--- config.mk ---
export PLATFORM = sky130hd
export DESIGN_NAME = rkcu_regs
export DESIGN_NICKNAME = d
export VERILOG_FILES = /design/src/rkcu_pkg.sv /design/src/rkcu_regs.sv
export SDC_FILE = /design/constraint.sdc
export NUM_CORES = 1
export LEC_CHECK = 0
export ABC_AREA = 0
export BUFFER_PORTS_ARGS = -buffer_cell sky130_fd_sc_hd__buf_2
export CORE_ASPECT_RATIO = 0.7
export CORE_MARGIN = 1
export CORE_UTILIZATION = 25
export DETAILED_ROUTE_END_ITERATION = 10
export PLACE_DENSITY = 0.43
export SYNTH_ARGS = -nofsm -noshare
export SYNTH_HDL_FRONTEND = slang
export SYNTH_SLANG_ARGS = --single-unit
export TNS_END_PERCENT = 20
--- constraint.sdc ---
create_clock -name clk -period 1.2 [get_ports clk]
set_input_delay 0.12 -clock clk [delete_from_list [all_inputs] [get_ports clk]]
set_output_delay 0.12 -clock clk [all_outputs]
set_load 0.05 [all_outputs]
--- src/rkcu_pkg.sv ---
// ============================================================================
// rkcu_pkg
// Shared types and constants of the Runge-Kutta cell update block.
// ============================================================================
`default_nettype none

package rkcu_pkg;

    typedef enum logic [1:0] {
        MODE_EXPLICIT = 2'd0,
        MODE_RK4      = 2'd1,
        MODE_IMPLICIT = 2'd2,
        MODE_NONE     = 2'd3
    } mode_t;

    typedef enum logic [2:0] {
        REG_MODE      = 3'd0,
        REG_STAGE     = 3'd1,
        REG_TIME_STEP = 3'd2,
        REG_W_ACC     = 3'd3,
        REG_W_STAGE   = 3'd4,
        REG_W_STEP    = 3'd5,
        REG_W_INNER   = 3'd6,
        REG_W_RES     = 3'd7
    } reg_idx_t;

    localparam int ADDR_W   = 5;
    localparam int DIV_W    = 31;
    localparam int TERM_QW  = 51;
    localparam int RESC_QW  = 32;
    localparam int TERM_W   = 52;
    localparam int NUM_COMP = 5;

    localparam logic [1:0]         STAGE_FIRST = 2'd0;
    localparam logic [1:0]         STAGE_FINAL = 2'd3;
    localparam logic [TERM_QW-1:0] TERM_CLAMP  = 51'h4_0000_0000_0000;
    localparam logic [31:0]        SAT_POS     = 32'h7FFF_FFFF;
    localparam logic [31:0]        SAT_NEG     = 32'h8000_0000;

    typedef struct packed {
        mode_t       mode;
        logic [1:0]  stage;
        logic [30:0] time_step;
        logic [31:0] w_acc;
        logic [31:0] w_stage;
        logic [31:0] w_step;
        logic [31:0] w_inner;
        logic [31:0] w_res;
    } cfg_t;

    typedef struct packed {
        logic [31:0] val;
        logic        hit;
    } sat_t;

    function automatic sat_t sat32(input logic signed [55:0] v);
        sat_t r;
        if (v > 56'sh00_0000_7FFF_FFFF) begin
            r.val = SAT_POS;
            r.hit = 1'b1;
        end else if (v < -56'sh00_0000_8000_0000) begin
            r.val = SAT_NEG;
            r.hit = 1'b1;
        end else begin
            r.val = v[31:0];
            r.hit = 1'b0;
        end
        return r;
    endfunction

endpackage

`default_nettype wire

--- src/rkcu_regs.sv ---
// ============================================================================
// rkcu_regs
// APB-style configuration registers with read-back.
// ============================================================================
`default_nettype none

module rkcu_regs
    import rkcu_pkg::*;
(
    input  wire logic              clk,
    input  wire logic              rst_n,
    input  wire logic              psel,
    input  wire logic              penable,
    input  wire logic              pwrite,
    input  wire logic [ADDR_W-1:0] paddr,
    input  wire logic [31:0]       pwdata,
    output logic      [31:0]       prdata,
    output cfg_t                   cfg
);

    cfg_t     cfg_reg;
    cfg_t     cfg_next;
    reg_idx_t idx;

    assign idx = reg_idx_t'(paddr[ADDR_W-1:2]);
    assign cfg = cfg_reg;

    always_comb
    begin
        cfg_next = cfg_reg;
        if (psel && penable && pwrite)
        begin
            unique case (idx)
                REG_MODE:      cfg_next.mode      = mode_t'(pwdata[1:0]);
                REG_STAGE:     cfg_next.stage     = pwdata[1:0];
                REG_TIME_STEP: cfg_next.time_step = pwdata[30:0];
                REG_W_ACC:     cfg_next.w_acc     = pwdata;
                REG_W_STAGE:   cfg_next.w_stage   = pwdata;
                REG_W_STEP:    cfg_next.w_step    = pwdata;
                REG_W_INNER:   cfg_next.w_inner   = pwdata;
                REG_W_RES:     cfg_next.w_res     = pwdata;
            endcase
        end
    end

    always_comb
    begin
        unique case (idx)
            REG_MODE:      prdata = {30'd0, cfg_reg.mode};
            REG_STAGE:     prdata = {30'd0, cfg_reg.stage};
            REG_TIME_STEP: prdata = {1'b0, cfg_reg.time_step};
            REG_W_ACC:     prdata = cfg_reg.w_acc;
            REG_W_STAGE:   prdata = cfg_reg.w_stage;
            REG_W_STEP:    prdata = cfg_reg.w_step;
            REG_W_INNER:   prdata = cfg_reg.w_inner;
            REG_W_RES:     prdata = cfg_reg.w_res;
        endcase
    end

    always_ff @(posedge clk or negedge rst_n)
    begin
        if (!rst_n)
        begin
            cfg_reg.mode      <= MODE_EXPLICIT;
            cfg_reg.stage     <= STAGE_FIRST;
            cfg_reg.time_step <= 31'h0001_0000;
            cfg_reg.w_acc     <= 32'd0;
            cfg_reg.w_stage   <= 32'd0;
            cfg_reg.w_step    <= 32'h0001_0000;
            cfg_reg.w_inner   <= 32'd0;
            cfg_reg.w_res     <= 32'h0001_0000;
        end
        else
        begin
            cfg_reg <= cfg_next;
        end
    end

endmodule

`default_nettype wire

==> results of run 1 <==
[cell families (layout without fill, tap and decap cells)]
family / after synthesis / in the layout / synth area share [%]
flops: 195 / 195 / 53.8
compound gates: 66 / 66 / 5.10
buf+inv: 45 / 523 / 3.28
simple gates: 54 / 54 / 4.24
mux: 274 / 274 / 33.5
[power by group]
group | leakage (nW) | switching, mW | internal [mW]
Combinational | 4.41 | 8.17 | 5.99
Clock | 0.269 | 2.72 | 2.98
Sequential | 2.33 | 0.993 | 8.02
[final timing paths]
kind / start / endpoint / slack [ps]
worst max-delay path: cfg[128]$_DFFE_PN0P_ / prdata[0] / -710
worst min-delay path: pwdata[1] / cfg[97]$_DFFE_PN0P_ / 30
worst max register to register: cfg[44]$_DFFE_PN0P_ / cfg[44]$_DFFE_PN0P_ / 160
worst min register to register: cfg[133]$_DFFE_PN0P_ / cfg[133]$_DFFE_PN0P_ / 530
max in group asynchronous: rst_n / cfg[176]$_DFFE_PN1P_ / 450
min in group asynchronous: rst_n / cfg[35]$_DFFE_PN0P_ / 170
[worst max-delay path: stages, from the launching register on]
cell and delay, ps:
sky130_fd_sc_hd__dfrtp_2 420, sky130_fd_sc_hd__mux4_2 480, sky130_fd_sc_hd__mux2_4 290, sky130_fd_sc_hd__buf_6 150
[metal layers]
metal  share of wire [%]  track usage [%]
met2                  46             27.3
met5                   0                0
met4                0.52             2.61
met1                  48             24.9
met3                 6.0             6.09
[metrics by stage]
stage / cells / setup TNS, ps / cell area [um^2] / hold WS (ps)
2_1_floorplan: 634 / -4400 / 9580 / -176
3_3_place_gp: 1493 / -67790 / 12800 / 86.4
3_5_place_dp: 1493 / -68620 / 12800 / 89.1
4_1_cts: 1569 / -22720 / 15300 / 0.538
5_1_grt: 1584 / -28480 / 15500 / 17.9
6_report: 1584 / -19310 / 15500 / 26.1
[final cells by class]
type | instances | area [um^2] | share of cell area [%]
repair buffers | 490 | 5120 | 32.9
flip-flops and latches | 195 | 5040 | 32.4
multi-input cells | 394 | 4230 | 27.2
well taps | 472 | 591 | 3.80
clock buffers | 20 | 457 | 2.94
clock inverters | 12 | 106 | 0.684
inverters | 1 | 7.51 | 0.0483
[what timing repair did]
item                       4_1_cts  5_1_grt
hold buffers                    32        0
hold endpoints to repair       378        0
gates resized for setup        478       44
pin swaps                       24       10
setup endpoints to repair      227      199
buffers inserted                12       17
[placed cells by master, fill, tap and decap left out, drive strengths merged, types with 2 or more instances in the layout]
cell and instances:
a22o 8, o22a 11, nand3b 17, o21ai 27
clkinvlp 5, mux2i 71, clkbuf 22, mux4 4
mux2 199, dfstp 3, buf 456, nand3 16
nand2b 3, clkinv 5, o221ai 8, inv 2
o21a 8, dlygate4sd3 32, a221o 2, dfrtp 192
nor2 10, nand2 4
==> impl_metrics.ini, run 1 <==
[outcome]
run_status = finished, violations left
failed_checks = setup timing

[place]
buffers_added_on_ports = 266
finalWeightedCongestion = 0.717
detailedPlacementHpwl_mm = 22.2
detailedPlace.worstSlack_ps = -397

[timing]
grt_setup_unrepaired = true
skew_ps = 0
timing.fmax_mhz = 523
slew_at_the_pin_closest_to_its_max_slew_limit_ps = 393
final_hold_viol_count = 0
final_max_slew_viol_count = 0
timing.final.ws_setup_ps = -713
post_route_fraction_of_the_period_consumed_by_the_critical_path_pct = 159
timing.final.setup_violations = 149
timing.slew.headroom_pct = 73.8
period_needed_ps = 1910

[clock_tree]
tritoncts = built
cts_root_cell = sky130_fd_sc_hd__clkbuf_16
clk_latency_ps = 460
max-clock-path-buffers = 2
cts_htree_levels = 4
tritoncts.num_buffers = 17
cts_clk_pin_slew_worst_paths_ps = 80
clock_sink_count = 195

[logic_synthesis]
synth.distinct_cells = 32
synth_enable_flop_cells = 0
synth_top_cells_by_area = sky130_fd_sc_hd__dfrtp_1 (53%), sky130_fd_sc_hd__mux2_2 (23%), sky130_fd_sc_hd__mux2i_1 (7.8%), sky130_fd_sc_hd__buf_4 (1.7%), sky130_fd_sc_hd__mux2_1 (1.6%)
post-synth-top-count-cell = sky130_fd_sc_hd__dfrtp_1
postSynth.asyncResetShare_pct = 100
mean_post_synth_cell_area_um2 = 14.3
synthesis.instances = 634
postSynth.topFlopCell = sky130_fd_sc_hd__dfrtp_1
postSynthNetCount = 676
synth.cell_area_um2 = 9070
seq_area_frac_synth_pct = 53.8
yosys_warnings = 0
synth_commonest_cells = sky130_fd_sc_hd__dfrtp_1 (192), sky130_fd_sc_hd__mux2_2 (186), sky130_fd_sc_hd__mux2i_1 (71)
synth_area_leader_cell = sky130_fd_sc_hd__dfrtp_1
synth_top_cell_area_share_pct = 53.0
synth_seq_cells = 195

[die]
rows = 57
dieArea_um2 = 37100
design.core.area_um2 = 35200
ioPinCount = 269
die_y_um = 161
start_util_pct = 25.7
floorplan.die.width_um = 230

[detailed_routing]
drc = 0
drt_iter0_markers = 301
wire_per_inst_um = 20.5
detail_route.wirelength_mm = 32.4
via_per_inst = 4.43
drtAntennaViolNets = 0
route.vias.total = 7015
drt_first_pass_iters = 4

[finish]
post-route-util_pct = 44.1
areaGrowthSynthToFinish_pct = 71.4
post_route_cells_drive_above_1_share_pct = 76.5
insertedDiodeCount = 0
finalNetCount = 1141
fillers = 3283
max_ffs_per_register = 195

[global_route]
via_count_of_the_first_global_routing_pass = 7549
gr-usage-all-layers_pct = 17.9
grt_max_degree = 35
grt_first_pass_wirelength_mm = 49.3
initial_antenna_violation_count = 0
grt_overflow = 0

[worst_setup_path]
critical_path_class = flop to output pin
critical_path_arrival_ps = 1790
critPathCaptureType = output pin
worstPathRequired_ps = 1080
worstRegToRegCells = 3
worst_path_fanout_max = 3
worstSetupStartpointType = flop

[min_path]
timing.hold.worst_path_depth = 2
hold_path_class = primary input to flop

[flow_run]
max_cap_viol_count = 0

[power_and_ir_drop]
power-per-cell-area_nw_per_um2 = 1860
power_mw = 28.9
power.leakage_nw = 7.00
power.ir.vdd_worst_v = 0.00100
Power figures use the tool's default switching activity.
==> run 2: changes to the inputs <==
--- a/config.mk
+++ b/config.mk
@@ -7,3 +7,3 @@
 export LEC_CHECK = 0
-export ABC_AREA = 0
+export ABC_AREA = 1
 export BUFFER_PORTS_ARGS = -buffer_cell sky130_fd_sc_hd__buf_2
--- a/constraint.sdc
+++ b/constraint.sdc
@@ -3,2 +3,2 @@
 set_output_delay 0.12 -clock clk [all_outputs]
-set_load 0.05 [all_outputs]
+set_load 0.01 [all_outputs]
==> impl_metrics.ini, run 2 <==
[power_and_ir_drop]
power-per-cell-area_nw_per_um2 = 1690
internal-power_mw = 14.5
p_sw_share_pct = 33.2
power.leakage_nw = 6.43
p_switching_mw = 7.17
p_clk_share_pct = 30.1
power.combinational.fraction_pct = 28.0
power.ir.vdd_worst_v = 0.000868
seq_power_share_pct = 41.9

[die]
start_util_pct = 25.8
design.core.area_um2 = 34000
floorplan.die.width_um = 226
die_y_um = 159
ioPinCount = 269
dieArea_um2 = 35800
rows = 56

[min_path]
hold_path_class = primary input to async pin

[timing]
timing.final.ws_setup_ps = -333
slew_at_the_pin_closest_to_its_max_slew_limit_ps = 303
period_needed_ps = 1530
timing.final.setup_violations = 60
tns_ps = -8890
final_max_slew_viol_count = 0
skew_ps = 0
timing.fmax_mhz = 652
timing.slew.headroom_pct = 79.7
final_hold_viol_count = 0
grt_setup_unrepaired = true
post_route_fraction_of_the_period_consumed_by_the_critical_path_pct = 128

[clock_tree]
tritoncts = built
cts_htree_levels = 4
clock_sink_count = 195
cts_clk_pin_slew_worst_paths_ps = 80
cts_root_cell = sky130_fd_sc_hd__clkbuf_16
clk_latency_ps = 440
tritoncts.num_buffers = 17
max-clock-path-buffers = 2

[global_route]
gr-usage-all-layers_pct = 19.5
initial_antenna_violation_count = 0
via_count_of_the_first_global_routing_pass = 8038
grt_overflow = 0
grt_first_pass_wirelength_mm = 51.4
grt_max_degree = 50

[outcome]
failed_checks = setup timing
run_status = finished, violations left

[logic_synthesis]
synth_seq_cells = 195
yosys_warnings = 0
postSynth.topFlopCell = sky130_fd_sc_hd__dfrtp_1
mean_post_synth_cell_area_um2 = 8.14
postSynthNetCount = 1118
postSynth.asyncResetShare_pct = 100
seq_area_frac_synth_pct = 55.7
synth_top_cell_area_share_pct = 54.8
synth_top_cells_by_area = sky130_fd_sc_hd__dfrtp_1 (55%), sky130_fd_sc_hd__o21ai_0 (8.3%), sky130_fd_sc_hd__nand2_1 (8.2%), sky130_fd_sc_hd__inv_1 (5.8%), sky130_fd_sc_hd__nor2_1 (5.3%)
synth.distinct_cells = 20
synth_enable_flop_cells = 0
synth_area_leader_cell = sky130_fd_sc_hd__dfrtp_1
synth.cell_area_um2 = 8760
synthesis.instances = 1076
synth_commonest_cells = sky130_fd_sc_hd__dfrtp_1 (192), sky130_fd_sc_hd__nand2_1 (192), sky130_fd_sc_hd__o21ai_0 (145)

[worst_setup_path]
capture_instance_of_the_worst_register_to_register_path = cfg[115]$_DFFE_PN0P_
worst-r2r-setup-slack_ps = 300
startpoint = cfg[80]$_DFFE_PN1P_
critPathCapture = prdata[16]
worst_path_fanout_max = 2
critPathCaptureType = output pin
reg2reg_from = cfg[115]$_DFFE_PN0P_
critical_path_arrival_ps = 1410
worstSetupStartpointType = flop
worstRegToRegCells = 4
critical_path_class = flop to output pin
worstPathRequired_ps = 1080

[detailed_routing]
drt_first_pass_iters = 7
route.vias.total = 8542
drc = 0
detail_route.wirelength_mm = 34.7
drtAntennaViolNets = 0
drt_iter0_markers = 692
via_per_inst = 4.47
wire_per_inst_um = 18.2

[place]
detailedPlacementHpwl_mm = 24.6
detailedPlace.worstSlack_ps = -296
finalWeightedCongestion = 0.797
buffers_added_on_ports = 266
detailed_place.area_um2 = 11300

[finish]
most_used_cells_in_the_layout_excluding_fill_and_tap_cells = sky130_fd_sc_hd__buf_2 (247), sky130_fd_sc_hd__dfrtp_1 (192), sky130_fd_sc_hd__nand2_1 (191), sky130_fd_sc_hd__inv_1 (124), sky130_fd_sc_hd__nor2_1 (121)
layout.cells.most_common = sky130_fd_sc_hd__buf_2
register_area_um2 = 4880
post_route_cells_drive_above_1_share_pct = 30.2
area_of_combinational_cells_with_multiple_inputs_um2 = 3110
max_ffs_per_register = 195
fillers = 3584
areaGrowthSynthToFinish_pct = 45.8
finalNetCount = 1477
post-route-util_pct = 37.6
finalInstanceArea_um2 = 12800
insertedDiodeCount = 0

[flow_run]
max_cap_viol_count = 0
==> run 2: layout make-up <==
| cell class | instances | area share [%] |
|---|---|---|
| sequential | 195 | 38.2 |
| multi-input combinational | 675 | 24.3 |
| timing repair buffer | 405 | 23.7 |
| tap | 464 | 4.55 |
| inverter | 141 | 4.14 |
| clock buffer | 18 | 3.36 |
| clock inverter | 14 | 1.74 |
==> run 2: kinds of logic after synthesis <==
group | after synthesis | share of synthesized area [%]
simple gates | 401 | 19.3
compound gates | 274 | 15.7
buf+inv | 206 | 9.33
flops | 195 | 55.7
==> run 2: worst min-delay path by stage <==
stage / from / to / slack [ps] / cells after the start
after CTS: rst_n / cfg[73]$_DFFE_PN0P_ / 100 / 2
final: rst_n / cfg[133]$_DFFE_PN0P_ / 110 / 2
after global routing: rst_n / cfg[133]$_DFFE_PN0P_ / 110 / 2
after detailed placement: rst_n / cfg[73]$_DFFE_PN0P_ / 20 / 1
after global placement: rst_n / cfg[73]$_DFFE_PN0P_ / 20 / 1
after floorplan: rst_n / cfg[0]$_DFFE_PN0P_ / -180 / 0
==> run 2: power groups by stage <==
stage,Clock [mW],Sequential (mW),Combinational (mW)
6_report,6.50,9.06,6.07
5_1_grt,6.96,9.25,6.76
4_1_cts,6.70,9.07,5.86
3_5_place_dp,0,9.21,5.31
3_3_place_gp,0,9.22,5.25
2_1_floorplan,0,9.63,1.80
==> run 2: timing repair <==
item	CTS	global route
resized for setup	57	36
endpoints found under the setup margin	41	65
hold endpoints to repair	239	0
hold buffers	33	0
pin swaps	51	23
setup buffers	19	19
==> run 2: stage by stage <==
| step | std cells | power (mW) | hold WS [ps] |
|---|---|---|---|
| after detailed placement | 1809 | 14.5 | 21.3 |
| after global placement | 1809 | 14.5 | 22.7 |
| after global routing | 1912 | 23.0 | 111 |
| final | 1912 | 21.6 | 114 |
| after floorplan | 1076 | 11.4 | -176 |
| after CTS | 1893 | 21.6 | 101 |
==> run 2: layer usage <==
metal | GRT usage [%] | part of all wire, % | up-vias
met2 | 30.1 | 45 | 261
li1 | - | - | 4193
met5 | 0 | 0 | -
met4 | 3.79 | 0.94 | 0
met1 | 28.0 | 48 | 4076
met3 | 4.45 | 5.5 | 12
==> run 2: critical path: stages (launching register included) <==
cell and delay, ps:
sky130_fd_sc_hd__dfstp_2 540, sky130_fd_sc_hd__inv_2 50, sky130_fd_sc_hd__o21ai_2 90, sky130_fd_sc_hd__nand3b_1 150, sky130_fd_sc_hd__buf_2 140
==> run 3: changes to the inputs <==
Settings changed: CORE_ASPECT_RATIO 0.7 to 0.5, HOLD_SLACK_MARGIN from default to 0.1, PLACE_DENSITY 0.43 to 0.53.
==> impl_metrics.ini, run 3 (same netlist as run 2, synthesis figures left out) <==
[finish]
most_used_cells_in_the_layout_excluding_fill_and_tap_cells = sky130_fd_sc_hd__buf_2 (253), sky130_fd_sc_hd__dfrtp_1 (192), sky130_fd_sc_hd__nand2_1 (190), sky130_fd_sc_hd__inv_1 (126), sky130_fd_sc_hd__nor2_1 (117)
areaGrowthSynthToFinish_pct = 43.4
max_ffs_per_register = 195
post_route_cells_drive_above_1_share_pct = 30.4
layoutNonFillerInstCount = 1916
finalInstanceArea_um2 = 12600
fillers = 3648
layout.cells.most_common = sky130_fd_sc_hd__buf_2
finalNetCount = 1469

[detailed_routing]
detail_route.wirelength_mm = 32.3
drc = 4
route.vias.total = 8413
drt_iter0_markers = 584
wire_per_inst_um = 16.9
via_per_inst = 4.39
drtAntennaViolNets = 0
drt_first_pass_iters = 8

[worst_setup_path]
worstPathRequired_ps = 1080
worst_path_fanout_max = 3
worst-r2r-setup-slack_ps = 330
worstSetupStartpointType = flop
critical_path_class = flop to output pin
reg2reg_from = cfg[7]$_DFFE_PN0P_
startpoint = cfg[8]$_DFFE_PN0P_
critical_path_arrival_ps = 1400
critPathCaptureType = output pin

[clock_tree]
clock_sink_count = 195
clk_latency_ps = 440
tritoncts = built
tritoncts.num_buffers = 17
cts_root_cell = sky130_fd_sc_hd__clkbuf_16
cts_htree_levels = 4
cts_clk_pin_slew_worst_paths_ps = 80
max-clock-path-buffers = 2

[timing]
period_needed_ps = 1520
timing.final.ws_setup_ps = -316
timing.slew.headroom_pct = 77.3
grt_setup_unrepaired = true
skew_ps = 0
post_route_fraction_of_the_period_consumed_by_the_critical_path_pct = 126
tns_ps = -9000
timing.fmax_mhz = 660
timing.final.setup_violations = 53
final_max_slew_viol_count = 0
final_hold_viol_count = 0
slew_at_the_pin_closest_to_its_max_slew_limit_ps = 340

[global_route]
initial_antenna_violation_count = 0
gr-usage-all-layers_pct = 18.1
grt_first_pass_wirelength_mm = 49.0
grt_max_degree = 44
grt_overflow = 0
via_count_of_the_first_global_routing_pass = 8284

[power_and_ir_drop]
power.ir.vdd_worst_v = 0.000685
power-per-cell-area_nw_per_um2 = 1650
power.leakage_nw = 6.34

[place]
detailed_place.area_um2 = 11300
detailedPlace.worstSlack_ps = -254
buffers_added_on_ports = 266
detailedPlacementHpwl_mm = 24.2
finalWeightedCongestion = 0.848
placed_instance_count = 1825

[flow_run]
max_cap_viol_count = 0

[die]
start_util_pct = 25.4
floorplan.die.width_um = 267
ioPinCount = 269
rows = 48
design.core.area_um2 = 34500
die_y_um = 134
dieArea_um2 = 35800

[outcome]
failed_checks = DRC, setup timing
run_status = finished, violations left

[min_path]
hold_path_class = primary input to async pin
## run 3: through the flow
stage	hold WS, ps	power (mW)	utilization [%]
after floorplan	-176	11.4	-
after global placement	68.2	14.5	32.8
after detailed placement	63.6	14.5	32.8
after CTS	147	20.8	35.9
after global routing	167	21.9	36.4
final	150	20.8	36.4
## run 3: cell type report
type | instances | area (um^2) | area share [%]
multi-input cells | 675 | 3140 | 25.0
repair buffers | 397 | 2820 | 22.5
flip-flops and latches | 195 | 4880 | 38.9
clock buffers | 17 | 425 | 3.39
diodes | 1 | 2.50 | 0.0199
clock inverters | 15 | 159 | 1.27
inverters | 141 | 529 | 4.21
well taps | 475 | 594 | 4.73
## run 3: critical path, stage by stage (launching register included)
cell and delay [ps]:
sky130_fd_sc_hd__dfrtp_1 410, sky130_fd_sc_hd__nand4_1 100, sky130_fd_sc_hd__o21ai_1 60, sky130_fd_sc_hd__nor2_1 140, sky130_fd_sc_hd__nand2_1 90, sky130_fd_sc_hd__buf_2 150
## run 3: timing repair
action                     4_1_cts  5_1_grt
pin swaps                       38       20
setup buffers                   10       16
resized for setup               49       33
hold buffers                    33        0
setup endpoints to repair       39       47
hold endpoints to repair       390        0
## run 3: power breakdown
part / switching (mW) / internal (mW) / leakage, nW
sequential: 1.10 / 7.97 / 2.38
combinational: 3.35 / 2.54 / 3.67
clock: 2.85 / 2.97 / 0.285
total: 7.29 / 13.5 / 6.34
## run 3: worst paths after layout
check,depth (start not counted),to
worst min-delay path,2,cfg[37]$_DFFE_PN0P_
worst max-delay path,5,prdata[8]
max in group asynchronous,3,cfg[179]$_DFFE_PN0P_
worst min register to register,2,cfg[16]$_DFFE_PN1P_
min in group clk,6,cfg[192]$_DFFE_PN0P_
worst max register to register,4,cfg[7]$_DFFE_PN0P_
## run 3: metal layers
metal	wire length [um]	GRT usage (%)
met4	990	7.57
met1	13600	22.7
met5	0	0
met2	16300	30.4
met3	1420	3.60
